--- src/rtl/lexkw_pkg.sv ---
// Package for the keyword lexer: token kinds, character codes, result word layout
// and the reserved-word table with its match function. No dependencies.
`timescale 1ns / 1ps
`default_nettype none

package lexkw_pkg;

  localparam int MAX_IDENT_LEN_DEF = 15;
  localparam int NUMBER_WIDTH_DEF  = 32;
  localparam int OFFSET_WIDTH_DEF  = 24;

  localparam int KIND_W  = 5;
  localparam int LINE_W  = 16;
  localparam int VALUE_W = 32;
  localparam int FIELD_W = 24;

  localparam logic [KIND_W-1:0] KIND_ERROR      = 5'd0;
  localparam logic [KIND_W-1:0] KIND_IDENT      = 5'd1;
  localparam logic [KIND_W-1:0] KIND_NUMBER     = 5'd2;
  localparam logic [KIND_W-1:0] KIND_COMMENT    = 5'd3;
  localparam logic [KIND_W-1:0] KIND_FIRST_WORD = 5'd4;
  localparam logic [KIND_W-1:0] KIND_END        = 5'd23;

  localparam logic [7:0] CH_NUL    = 8'h00;
  localparam logic [7:0] CH_TAB    = 8'h09;
  localparam logic [7:0] CH_LF     = 8'h0A;
  localparam logic [7:0] CH_CR     = 8'h0D;
  localparam logic [7:0] CH_SPACE  = 8'h20;
  localparam logic [7:0] CH_HASH   = 8'h23;
  localparam logic [7:0] CH_DASH   = 8'h2D;
  localparam logic [7:0] CH_ZERO   = 8'h30;
  localparam logic [7:0] CH_ONE    = 8'h31;
  localparam logic [7:0] CH_NINE   = 8'h39;
  localparam logic [7:0] CH_UA     = 8'h41;
  localparam logic [7:0] CH_UZ     = 8'h5A;
  localparam logic [7:0] CH_UNDER  = 8'h5F;
  localparam logic [7:0] CH_LA     = 8'h61;
  localparam logic [7:0] CH_LB     = 8'h62;
  localparam logic [7:0] CH_LZ     = 8'h7A;
  localparam logic [7:0] CH_LBRACE = 8'h7B;
  localparam logic [7:0] CH_RBRACE = 8'h7D;

  localparam int NUM_WORDS = 19;
  localparam int KW_CHARS  = 7;
  localparam int TEXT_W    = 8 * KW_CHARS;

  // last character of each word sits in the lowest byte
  localparam logic [TEXT_W-1:0] KW_TEXT [NUM_WORDS] = '{
    TEXT_W'("and"), TEXT_W'("begin"), TEXT_W'("boolean"), TEXT_W'("elif"),
    TEXT_W'("else"), TEXT_W'("end"), TEXT_W'("false"), TEXT_W'("for"),
    TEXT_W'("if"), TEXT_W'("integer"), TEXT_W'("not"), TEXT_W'("of"),
    TEXT_W'("or"), TEXT_W'("program"), TEXT_W'("read"), TEXT_W'("set"),
    TEXT_W'("to"), TEXT_W'("true"), TEXT_W'("write")
  };

  localparam logic [3:0] KW_LEN [NUM_WORDS] = '{
    4'd3, 4'd5, 4'd7, 4'd4, 4'd4, 4'd3, 4'd5, 4'd3, 4'd2, 4'd7,
    4'd3, 4'd2, 4'd2, 4'd7, 4'd4, 4'd3, 4'd2, 4'd4, 4'd5
  };

  localparam int RES_DEPTH = 4;
  localparam int RES_PW    = $clog2(RES_DEPTH);
  localparam int RES_CW    = $clog2(RES_DEPTH + 1);

  typedef struct packed {
    logic [KIND_W-1:0]  kind;
    logic [LINE_W-1:0]  line;
    logic [VALUE_W-1:0] value;
    logic [FIELD_W-1:0] start;
    logic [FIELD_W-1:0] length;
    logic               last;
  } res_t;

  typedef struct packed {
    logic [1:0] count;
    res_t       first;
    res_t       second;
  } push_t;

  function automatic logic [KIND_W-1:0] keyword_kind(
    input logic [KW_CHARS-1:0][7:0] chars,
    input logic [3:0]               len
  );
    logic [KIND_W-1:0] kind;
    logic              hit;
    kind = KIND_IDENT;
    for (int w = 0; w < NUM_WORDS; w++) begin
      hit = (KW_LEN[w] == len);
      for (int i = 0; i < KW_CHARS; i++) begin
        if (i < int'(KW_LEN[w])) begin
          if (KW_TEXT[w][8*(int'(KW_LEN[w]) - 1 - i) +: 8] != chars[i]) begin
            hit = 1'b0;
          end
        end
      end
      if (hit) begin
        kind = KIND_FIRST_WORD + KIND_W'(w);
      end
    end
    return kind;
  endfunction

endpackage

`default_nettype wire

--- src/rtl/keyword_lexer_byte_stream_top.sv ---
// Keyword lexer top level: one source byte per word in, one token per word out.
// Each accepted byte is held in the input register, then its token words go to the result queue.
// Throughput: one byte per cycle while the queue has room; a byte that gives two tokens puts
// two words into the four-word result queue, whose room sets the input stall point.
// Reset: rst (synchronous) sets line count to 1, offset to 0, clears halt and the queue.
// Depends on lexkw_pkg, lexkw_scan and lexkw_res_fifo.
`timescale 1ns / 1ps
`default_nettype none

module keyword_lexer_byte_stream_top #(
  parameter int MAX_IDENT_LEN = lexkw_pkg::MAX_IDENT_LEN_DEF,
  parameter int NUMBER_WIDTH  = lexkw_pkg::NUMBER_WIDTH_DEF,
  parameter int OFFSET_WIDTH  = lexkw_pkg::OFFSET_WIDTH_DEF
) (
  input  wire logic        clk,
  input  wire logic        rst,
  input  wire logic        s_tvalid,
  output logic             s_tready,
  input  wire logic [7:0]  s_tdata,   // char_code
  input  wire logic        s_tuser,   // start_of_source
  output logic             m_tvalid,
  input  wire logic        m_tready,
  output logic [95:0]      m_tdata,   // line_number, number_value, token_start, token_length
  output logic [4:0]       m_tuser,   // token_kind
  output logic             m_tlast    // last_in_run
);
  import lexkw_pkg::*;

  push_t             push;
  res_t              head;
  logic              room;
  logic [RES_CW-1:0] level;

  lexkw_scan #(
    .MAX_IDENT_LEN (MAX_IDENT_LEN),
    .NUMBER_WIDTH  (NUMBER_WIDTH),
    .OFFSET_WIDTH  (OFFSET_WIDTH)
  ) u_scan (
    .clk      (clk),
    .rst      (rst),
    .in_valid (s_tvalid),
    .in_ready (s_tready),
    .in_start (s_tuser),
    .in_char  (s_tdata),
    .room     (room),
    .push     (push)
  );

  lexkw_res_fifo u_fifo (
    .clk        (clk),
    .rst        (rst),
    .push       (push),
    .room       (room),
    .head       (head),
    .head_valid (m_tvalid),
    .head_ready (m_tready),
    .level      (level)
  );

  assign m_tdata = {head.length, head.start, head.value, head.line};
  assign m_tuser = head.kind;
  assign m_tlast = head.last;

  a_level_bound: assert property (@(posedge clk) disable iff (rst)
    level <= RES_CW'(RES_DEPTH))
    else $error("result queue overfilled");

  a_push_fits: assert property (@(posedge clk) disable iff (rst)
    push.count != 2'd0 |-> level <= RES_CW'(RES_DEPTH - 2))
    else $error("push without room");

  a_second_kind: assert property (@(posedge clk) disable iff (rst)
    push.count == 2'd2 |-> (push.second.kind == KIND_END || push.second.kind == KIND_ERROR))
    else $error("second token of a byte is neither end nor error");

  a_push_count: assert property (@(posedge clk) disable iff (rst)
    push.count != 2'd3)
    else $error("more than two tokens from one byte");

endmodule

`default_nettype wire

--- src/rtl/lexkw_scan.sv ---
// Scanner core: input register, lexer state and the per-byte token logic.
// Depends on lexkw_pkg; hands zero, one or two result words to the result queue.
`timescale 1ns / 1ps
`default_nettype none

module lexkw_scan #(
  parameter int MAX_IDENT_LEN = lexkw_pkg::MAX_IDENT_LEN_DEF,
  parameter int NUMBER_WIDTH  = lexkw_pkg::NUMBER_WIDTH_DEF,
  parameter int OFFSET_WIDTH  = lexkw_pkg::OFFSET_WIDTH_DEF
) (
  input  wire logic            clk,
  input  wire logic            rst,
  input  wire logic            in_valid,
  output logic                 in_ready,
  input  wire logic            in_start,
  input  wire logic [7:0]      in_char,
  input  wire logic            room,
  output lexkw_pkg::push_t     push
);
  import lexkw_pkg::*;

  localparam int LW = $clog2(MAX_IDENT_LEN + 1);
  localparam logic [OFFSET_WIDTH-1:0] OFFSET_MAX = '1;

  localparam logic [3:0] M_IDLE   = 4'd0;
  localparam logic [3:0] M_IDENT  = 4'd1;
  localparam logic [3:0] M_ZERO   = 4'd2;
  localparam logic [3:0] M_PREFIX = 4'd3;
  localparam logic [3:0] M_DIGITS = 4'd4;
  localparam logic [3:0] M_HASH   = 4'd5;
  localparam logic [3:0] M_BRACE  = 4'd6;
  localparam logic [3:0] M_BLOCK  = 4'd7;
  localparam logic [3:0] M_DASH   = 4'd8;

  function automatic logic [FIELD_W-1:0] cap_field(input logic [32:0] v);
    return (v > 33'(24'hFFFFFF)) ? '1 : v[FIELD_W-1:0];
  endfunction

  logic                      held;
  logic                      held_start;
  logic [7:0]                held_char;
  logic                      fire;
  logic                      step;

  logic [3:0]                mode;
  logic [LINE_W-1:0]         line_count;
  logic [OFFSET_WIDTH-1:0]   byte_offset;
  logic [OFFSET_WIDTH-1:0]   token_begin;
  logic [LW-1:0]             ident_len;
  logic [NUMBER_WIDTH-1:0]   number_accum;
  logic                      halted;
  logic [KW_CHARS-1:0][7:0]  ident_chars;

  logic [3:0]                mode_eff;
  logic [LINE_W-1:0]         line_eff;
  logic [LINE_W-1:0]         line_inc;
  logic [OFFSET_WIDTH-1:0]   cur;
  logic                      halt_eff;
  logic [7:0]                c;

  logic                      is_lower;
  logic                      is_upper;
  logic                      is_digit;
  logic                      is_bin;
  logic                      is_word;

  logic [3:0]                bt_mode;
  logic                      bt_line_up;
  logic                      bt_res;
  logic [KIND_W-1:0]         bt_kind;
  logic                      bt_ident;

  logic [3:0]                mode_next;
  logic                      line_up;
  logic                      a_valid;
  logic [KIND_W-1:0]         a_kind;
  logic                      a_plus1;
  logic                      a_line_new;
  logic                      a_number;
  logic                      b_valid;
  logic [KIND_W-1:0]         b_kind;
  logic                      use_bt;
  logic                      halt_set;
  logic                      append;
  logic                      accum_load;
  logic                      accum_shift;

  logic [31:0]               len32;
  logic [3:0]                kw_len;
  logic                      len_full;
  logic [OFFSET_WIDTH:0]     a_end;
  logic [OFFSET_WIDTH:0]     a_len;
  logic [63:0]               accum64;
  logic [LINE_W-1:0]         line_next;
  res_t                      res_a;
  res_t                      res_b;

  assign fire     = held && room;
  assign in_ready = !held || fire;

  always_ff @(posedge clk) begin
    if (rst) begin
      held <= 1'b0;
    end else if (in_ready) begin
      held <= in_valid;
    end
  end

  always_ff @(posedge clk) begin
    if (in_valid && in_ready) begin
      held_start <= in_start;
      held_char  <= in_char;
    end
  end

  assign c        = held_char;
  assign mode_eff = held_start ? M_IDLE : mode;
  assign line_eff = held_start ? LINE_W'(1) : line_count;
  assign cur      = held_start ? '0 : byte_offset;
  assign halt_eff = held_start ? 1'b0 : halted;
  assign step     = fire && !halt_eff;
  assign line_inc = (line_eff == '1) ? line_eff : line_eff + LINE_W'(1);

  assign is_lower = (c >= CH_LA) && (c <= CH_LZ);
  assign is_upper = (c >= CH_UA) && (c <= CH_UZ);
  assign is_digit = (c >= CH_ZERO) && (c <= CH_NINE);
  assign is_bin   = (c == CH_ZERO) || (c == CH_ONE);
  assign is_word  = is_lower || is_digit || (c == CH_UNDER);

  assign len32    = 32'(ident_len);
  assign len_full = len32 >= 32'(MAX_IDENT_LEN);
  assign kw_len   = (len32 > 32'(KW_CHARS)) ? 4'd0 : len32[3:0];

  // start of a new token
  always_comb begin
    bt_mode    = M_IDLE;
    bt_line_up = 1'b0;
    bt_res     = 1'b0;
    bt_kind    = KIND_ERROR;
    bt_ident   = 1'b0;
    priority if (c == CH_SPACE || c == CH_TAB || c == CH_CR) begin
      bt_mode = M_IDLE;
    end else if (c == CH_LF) begin
      bt_line_up = 1'b1;
    end else if (is_lower) begin
      bt_mode  = M_IDENT;
      bt_ident = 1'b1;
    end else if (c == CH_HASH) begin
      bt_mode = M_HASH;
    end else if (c == CH_LBRACE) begin
      bt_mode = M_BRACE;
    end else if (c == CH_ZERO) begin
      bt_mode = M_ZERO;
    end else if (c == CH_NUL) begin
      bt_res  = 1'b1;
      bt_kind = KIND_END;
    end else begin
      bt_res = 1'b1;
    end
  end

  always_comb begin
    mode_next   = mode_eff;
    line_up     = 1'b0;
    a_valid     = 1'b0;
    a_kind      = KIND_ERROR;
    a_plus1     = 1'b0;
    a_line_new  = 1'b0;
    a_number    = 1'b0;
    b_valid     = 1'b0;
    b_kind      = KIND_END;
    use_bt      = 1'b0;
    halt_set    = 1'b0;
    append      = 1'b0;
    accum_load  = 1'b0;
    accum_shift = 1'b0;
    unique case (mode_eff)
      M_IDENT: begin
        if (is_word && !len_full) begin
          append = 1'b1;
        end else if (is_word || is_upper) begin
          a_valid   = 1'b1;
          halt_set  = 1'b1;
          mode_next = M_IDLE;
        end else begin
          a_valid = 1'b1;
          a_kind  = keyword_kind(ident_chars, kw_len);
          use_bt  = 1'b1;
        end
      end
      M_ZERO: begin
        if (c == CH_LB) begin
          mode_next = M_PREFIX;
        end else begin
          a_valid   = 1'b1;
          halt_set  = 1'b1;
          mode_next = M_IDLE;
        end
      end
      M_PREFIX: begin
        if (is_bin) begin
          accum_load = 1'b1;
          mode_next  = M_DIGITS;
        end else begin
          a_valid   = 1'b1;
          halt_set  = 1'b1;
          mode_next = M_IDLE;
        end
      end
      M_DIGITS: begin
        if (is_bin) begin
          accum_shift = 1'b1;
        end else begin
          a_valid  = 1'b1;
          a_kind   = KIND_NUMBER;
          a_number = 1'b1;
          use_bt   = 1'b1;
        end
      end
      M_HASH: begin
        if (c == CH_LF) begin
          line_up    = 1'b1;
          a_valid    = 1'b1;
          a_kind     = KIND_COMMENT;
          a_plus1    = 1'b1;
          a_line_new = 1'b1;
          mode_next  = M_IDLE;
        end else if (c == CH_NUL) begin
          a_valid   = 1'b1;
          a_kind    = KIND_COMMENT;
          b_valid   = 1'b1;
          halt_set  = 1'b1;
          mode_next = M_IDLE;
        end
      end
      M_BRACE: begin
        if (c == CH_DASH) begin
          mode_next = M_BLOCK;
        end else begin
          a_valid   = 1'b1;
          halt_set  = 1'b1;
          mode_next = M_IDLE;
        end
      end
      M_BLOCK, M_DASH: begin
        if (c == CH_NUL) begin
          a_valid   = 1'b1;
          a_kind    = KIND_COMMENT;
          b_valid   = 1'b1;
          halt_set  = 1'b1;
          mode_next = M_IDLE;
        end else if (c == CH_RBRACE && mode_eff == M_DASH) begin
          a_valid   = 1'b1;
          a_kind    = KIND_COMMENT;
          a_plus1   = 1'b1;
          mode_next = M_IDLE;
        end else if (c == CH_DASH) begin
          mode_next = M_DASH;
        end else begin
          line_up   = (c == CH_LF);
          mode_next = M_BLOCK;
        end
      end
      default: begin
        use_bt = 1'b1;
      end
    endcase
    if (use_bt) begin
      mode_next = bt_mode;
      line_up   = bt_line_up;
      b_valid   = bt_res;
      b_kind    = bt_kind;
      halt_set  = bt_res;
    end
  end

  assign line_next = line_up ? line_inc : line_eff;
  assign a_end     = {1'b0, cur} + (OFFSET_WIDTH + 1)'(a_plus1);
  assign a_len     = a_end - {1'b0, token_begin};
  assign accum64   = 64'(number_accum);

  always_comb begin
    res_a.kind   = a_kind;
    res_a.line   = a_line_new ? line_next : line_eff;
    res_a.value  = a_number ? accum64[VALUE_W-1:0] : '0;
    res_a.start  = cap_field(33'(token_begin));
    res_a.length = cap_field(33'(a_len));
    res_a.last   = !b_valid;
    res_b.kind   = b_kind;
    res_b.line   = line_eff;
    res_b.value  = '0;
    res_b.start  = cap_field(33'(cur));
    res_b.length = '0;
    res_b.last   = 1'b1;
    push.count   = step ? (2'(a_valid) + 2'(b_valid)) : 2'd0;
    push.first   = a_valid ? res_a : res_b;
    push.second  = res_b;
  end

  always_ff @(posedge clk) begin
    if (rst) begin
      mode         <= M_IDLE;
      line_count   <= LINE_W'(1);
      byte_offset  <= '0;
      token_begin  <= '0;
      ident_len    <= '0;
      number_accum <= '0;
      halted       <= 1'b0;
    end else if (step) begin
      mode        <= mode_next;
      line_count  <= line_next;
      halted      <= halt_set;
      byte_offset <= (cur < OFFSET_MAX) ? cur + OFFSET_WIDTH'(1) : cur;
      if (use_bt) begin
        token_begin <= cur;
      end
      if (use_bt && bt_ident) begin
        ident_len <= LW'(1);
      end else if (append) begin
        ident_len <= ident_len + LW'(1);
      end
      if (accum_load) begin
        number_accum <= NUMBER_WIDTH'(c == CH_ONE);
      end else if (accum_shift) begin
        number_accum <= {number_accum[NUMBER_WIDTH-2:0], c == CH_ONE};
      end
    end
  end

  // keep only the leading characters that a reserved word can span
  always_ff @(posedge clk) begin
    if (step) begin
      if (use_bt && bt_ident) begin
        ident_chars[0] <= c;
      end else if (append && len32 < 32'(KW_CHARS)) begin
        ident_chars[len32[2:0]] <= c;
      end
    end
  end

endmodule

`default_nettype wire

--- src/rtl/lexkw_res_fifo.sv ---
// Result queue: takes up to two result words per cycle, gives one per cycle while head_ready is high.
// Depends on lexkw_pkg for the result word layout and depth.
`timescale 1ns / 1ps
`default_nettype none

module lexkw_res_fifo (
  input  wire logic                      clk,
  input  wire logic                      rst,
  input  wire lexkw_pkg::push_t          push,
  output logic                           room,
  output lexkw_pkg::res_t                head,
  output logic                           head_valid,
  input  wire logic                      head_ready,
  output logic [lexkw_pkg::RES_CW-1:0]   level
);
  import lexkw_pkg::*;

  res_t              entries [RES_DEPTH];
  logic [RES_PW-1:0] wptr;
  logic [RES_PW-1:0] rptr;
  logic              pop;

  assign head_valid = (level != '0);
  assign pop        = head_valid && head_ready;
  assign room       = level <= RES_CW'(RES_DEPTH - 2);
  assign head       = entries[rptr];

  always_ff @(posedge clk) begin
    if (rst) begin
      wptr  <= '0;
      rptr  <= '0;
      level <= '0;
    end else begin
      wptr  <= wptr + RES_PW'(push.count);
      rptr  <= rptr + RES_PW'(pop);
      level <= level + RES_CW'(push.count) - RES_CW'(pop);
    end
  end

  always_ff @(posedge clk) begin
    if (push.count != 2'd0) begin
      entries[wptr] <= push.first;
    end
    if (push.count == 2'd2) begin
      entries[wptr + RES_PW'(1)] <= push.second;
    end
  end

endmodule

`default_nettype wire

--- config.mk ---
export PLATFORM = sky130hd
export DESIGN_NAME = keyword_lexer_byte_stream_top
export DESIGN_NICKNAME = d
export VERILOG_FILES = /design/src/rtl/lexkw_pkg.sv /design/src/rtl/keyword_lexer_byte_stream_top.sv /design/src/rtl/lexkw_scan.sv /design/src/rtl/lexkw_res_fifo.sv
export SDC_FILE = /design/constraint.sdc
export NUM_CORES = 1
export LEC_CHECK = 0
export ABC_AREA = 0
export BUFFER_PORTS_ARGS = -buffer_cell sky130_fd_sc_hd__clkbuf_2
export CAP_MARGIN = 20
export CORE_ASPECT_RATIO = 1.75
export CORE_MARGIN = 5
export CORE_UTILIZATION = 50
export CTS_BUF_LIST = sky130_fd_sc_hd__clkbuf_4 sky130_fd_sc_hd__clkbuf_8 sky130_fd_sc_hd__clkbuf_16
export DETAILED_ROUTE_END_ITERATION = 6
export HOLD_SLACK_MARGIN = 0.05
export PLACE_DENSITY_LB_ADDON = 0.05
export SLEW_MARGIN = 10
export SYNTH_ARGS = -nofsm -noshare
export SYNTH_HDL_FRONTEND = slang
export SYNTH_SLANG_ARGS = --single-unit
--- constraint.sdc ---
create_clock -name clk -period 6.96 [get_ports clk]
set_clock_uncertainty 0.2 [all_clocks]
set_input_delay 1.044 -clock clk [delete_from_list [all_inputs] [get_ports clk]]
set_output_delay 1.044 -clock clk [all_outputs]
set_load 0.02 [all_outputs]
==> metrics.cfg <==
[routing]
drtIter0Drc = 1854
route.detailed.drc = 1
wl_per_cell_um = 25.87
via_count = 21600
viasPerCell = 6.562
postRouteWirelength_um = 85150
antenna_left = 0
first_pass_iters = 7

[clock_network]
cts-htree-levels = 2
clock_latency_ns = 0.62
tritoncts = built
cts_setup_buffers = 0
ctsRootBufferMaster = clkbuf_16
cts_buffers = 53
path_clk_slew_ns = 0.07
ctsHoldBuffers = 0
max-clock-path-buffers = 3
post_cts_resize_count = 0
numClockSinks = 586

[layout]
layout.cell_area.non_filler_um2 = 30790
ratio_of_cells_with_drive_above_1_in_the_final_layout = 0.1649
diodes = 0
area.growth.synth_to_final_pct = 10.30
most-common-layout-cells = 343 x dfxtp_1, 241 x edfxtp_1, 210 x nand2_1, 161 x nor2_1, 128 x a32o_1
layout.cells.most_common = dfxtp_1
fill_cells = 4849
finalNetCount = 2622

[min_path]
hold_depth = 1
worstHoldPathType = register to register
hold_end = u_fifo.entries[3][55]
hold_path.startpoint = u_fifo.entries[3][55]

[worst_setup_path]
timing.critical_path.arrival_ns = 6.35
timing.rr.start = u_scan.c[1]
slowest_stage = a31oi_4
critical-path-top-delay-family = compound AO/OA/AOI/OAI gates
r2r_cells = 12
critical_path.startpoint_type = register
criticalPathCategory = register to register
setup.worst_path.end_class = register
slowest_delay_ns = 0.90
critPathBufInv = 1
worst-path-max-fanout = 31
required_ns = 7.20
worstReg2RegEnd = u_fifo.entries[3][28]
worst-path-stages = 12
regToRegSetupSlack_ns = 0.85
path_cells = or4_4, a22oi_2, nand3_4, o21ai_2, nand2_1, o32ai_1, ha_1, o21ai_1, or2_2, a31oi_4, inv_2, o22ai_1

[run]
drv_cap = 0

[power]
power.ir.vdd_worst_mv = 0.2144
power_per_cell_area_nw_per_um2 = 274.0
static_power_due_to_leakage_uw = 0.01054

[place]
post-dp-hpwl_um = 55780
gp_routability_congestion = 0.9461
portBuffers = 116
placed_area_um2 = 28920
pre_cts_slack_ns = 0.9546

[sta]
total_neg_setup_slack_ns = 0
setup_ws_ns = 0.8493
setup_repair_after_global_routing_missed_its_margin = false
final.hold.worst_slack_ns = 0.2630
highest_clock_rate_ghz = 0.1636
timing_worst_slew_pin_value_ns = 1.002
setup_viol = 0
maxSlewViolCount = 0
slew_headroom = 0.3269
period_needed_ns = 6.111
report.final.hold_viol_count = 0
timing.final.crit_share = 0.8780

[yosys]
synthesis.instances = 2534
synth.avg_cell_area_um2 = 11.02
yosys-top-cells-area = edfxtp_1 26%, dfxtp_1 25%, mux4_2 8.2%
synthDistinctLibCells = 100
synth-edff-count = 241
synth_nets = 2606
netlist_area_um2 = 27910
ys_warn_count = 0
netlist.area_leader.share = 0.2593
synthesis_stage_register_bit_count = 586
yosys.area.top_type = edfxtp_1
synth_sequential_area_ratio = 0.5067
ys_dominant_reg_cell = dfxtp_1
postSynth.asyncResetShare = 0

[die]
die_width_um = 188.6
die-area_um2 = 60840
total_core_area_um2 = 55340
die_height_um = 322.6
ioPinCount = 117
initial_core_util = 0.5044
std_cell_rows = 114

[run_status]
failed_checks = design-rule violations
outcome = finished with violations

[global_route]
vias_in_the_first_global_route = 21720
grt.total_usage = 0.2729
antenna_found_initial = 0
grt_pass1_wl_um = 129500
grt_ovf = 0
pin_count_of_the_biggest_net_entering_global_routing = 93

sequential cells by signal (all words and copies together) (netlist names):
name / flops
u_scan.number_accum: 32
u_scan.ident_chars: 56
u_scan.byte_offset: 24
u_scan.halted: 1
u_scan.line_count: 16
u_fifo.rptr: 2
u_fifo.wptr: 2
u_scan.held_start: 1
u_fifo.level: 3
u_scan.ident_len: 4
u_scan.mode: 4
u_scan.held: 1
u_fifo.entries: 408
u_scan.c: 8
u_scan.token_begin: 24
cell type report:
type                       count  area [um^2]  share of cell area
sequential                   586        14150              0.4596
multi-input combinational   1678        12680              0.4119
clock buffer                  70         1504             0.04884
timing repair buffer         154        930.9             0.03023
tap                          696        870.8             0.02828
clock inverter                30        362.8             0.01178
inverter                      77        289.0            0.009387
where the power goes:
group          total (uW)  leakage [uW]  switching [uW]  internal (uW)
logic                1430       0.00463             904            525
registers            3870       0.00497             167           3700
clock network        3140      0.000937            1350           1790
routing by layer:
| layer | wire length, um | global-route usage | vias up |
|---|---|---|---|
| met1 | 30700 | 0.3051 | 10790 |
| li1 | - | - | 9755 |
| met5 | 0 | 0 | - |
| met3 | 4557 | 0.03227 | 200 |
| met2 | 45690 | 0.5159 | 857 |
| met4 | 4205 | 0.1256 | 0 |
synth_stat cells, types with 53 or more instances:
cell type / number
dfxtp_1: 345
nand3_1: 62
clkbuf_1: 129
edfxtp_1: 241
a21oi_1: 122
a22o_1: 96
mux4_2: 102
ha_1: 57
nand2b_1: 53
o21ai_0: 113
nor2_1: 169
o22ai_1: 110
a32o_1: 128
inv_1: 72
nand2_1: 210
cell families after synthesis:
logic type | count (synthesis) | synth area share
buf+inv | 270 | 0.04168
flops | 586 | 0.5067
compound gates | 696 | 0.1826
mux | 104 | 0.08306
fa+ha+maj | 59 | 0.02698
simple gates | 757 | 0.1396
xor+xnor | 62 | 0.01945
through the flow:
stage	utilization	total power [uW]	cells
after CTS	0.5564	8494	3291
after floorplan	-	4875	2534
final	0.5564	8437	3291
after detailed placement	0.5226	5387	3191
after global routing	0.5564	8733	3291
after global placement	0.5226	5371	3191
worst max-delay path by stage:
stage / start / end / slack [ns]
floorplan: u_scan.c[1] / u_fifo.entries[2][101] / 1.89
global placement: u_scan.c[1] / u_fifo.entries[3][45] / 1.14
detailed placement: u_scan.c[1] / u_fifo.entries[3][26] / 0.95
CTS: u_scan.c[1] / u_fifo.entries[3][26] / 0.89
global route: u_scan.c[1] / u_fifo.entries[3][38] / 0.51
finish: u_scan.c[1] / u_fifo.entries[3][28] / 0.85
worst register-to-register path, cell delays in order (launching register included):
cell and delay [ns]:
edfxtp_1 0.63, or4_4 0.65, a22oi_2 0.25, nand3_4 0.16, o21ai_2 0.34, nand2_1 0.20
o32ai_1 0.53, ha_1 0.33, o21ai_1 0.31, or2_2 0.66, a31oi_4 0.90, inv_2 0.49
o22ai_1 0.28
Note: power is estimated with default switching activity, not from simulation.
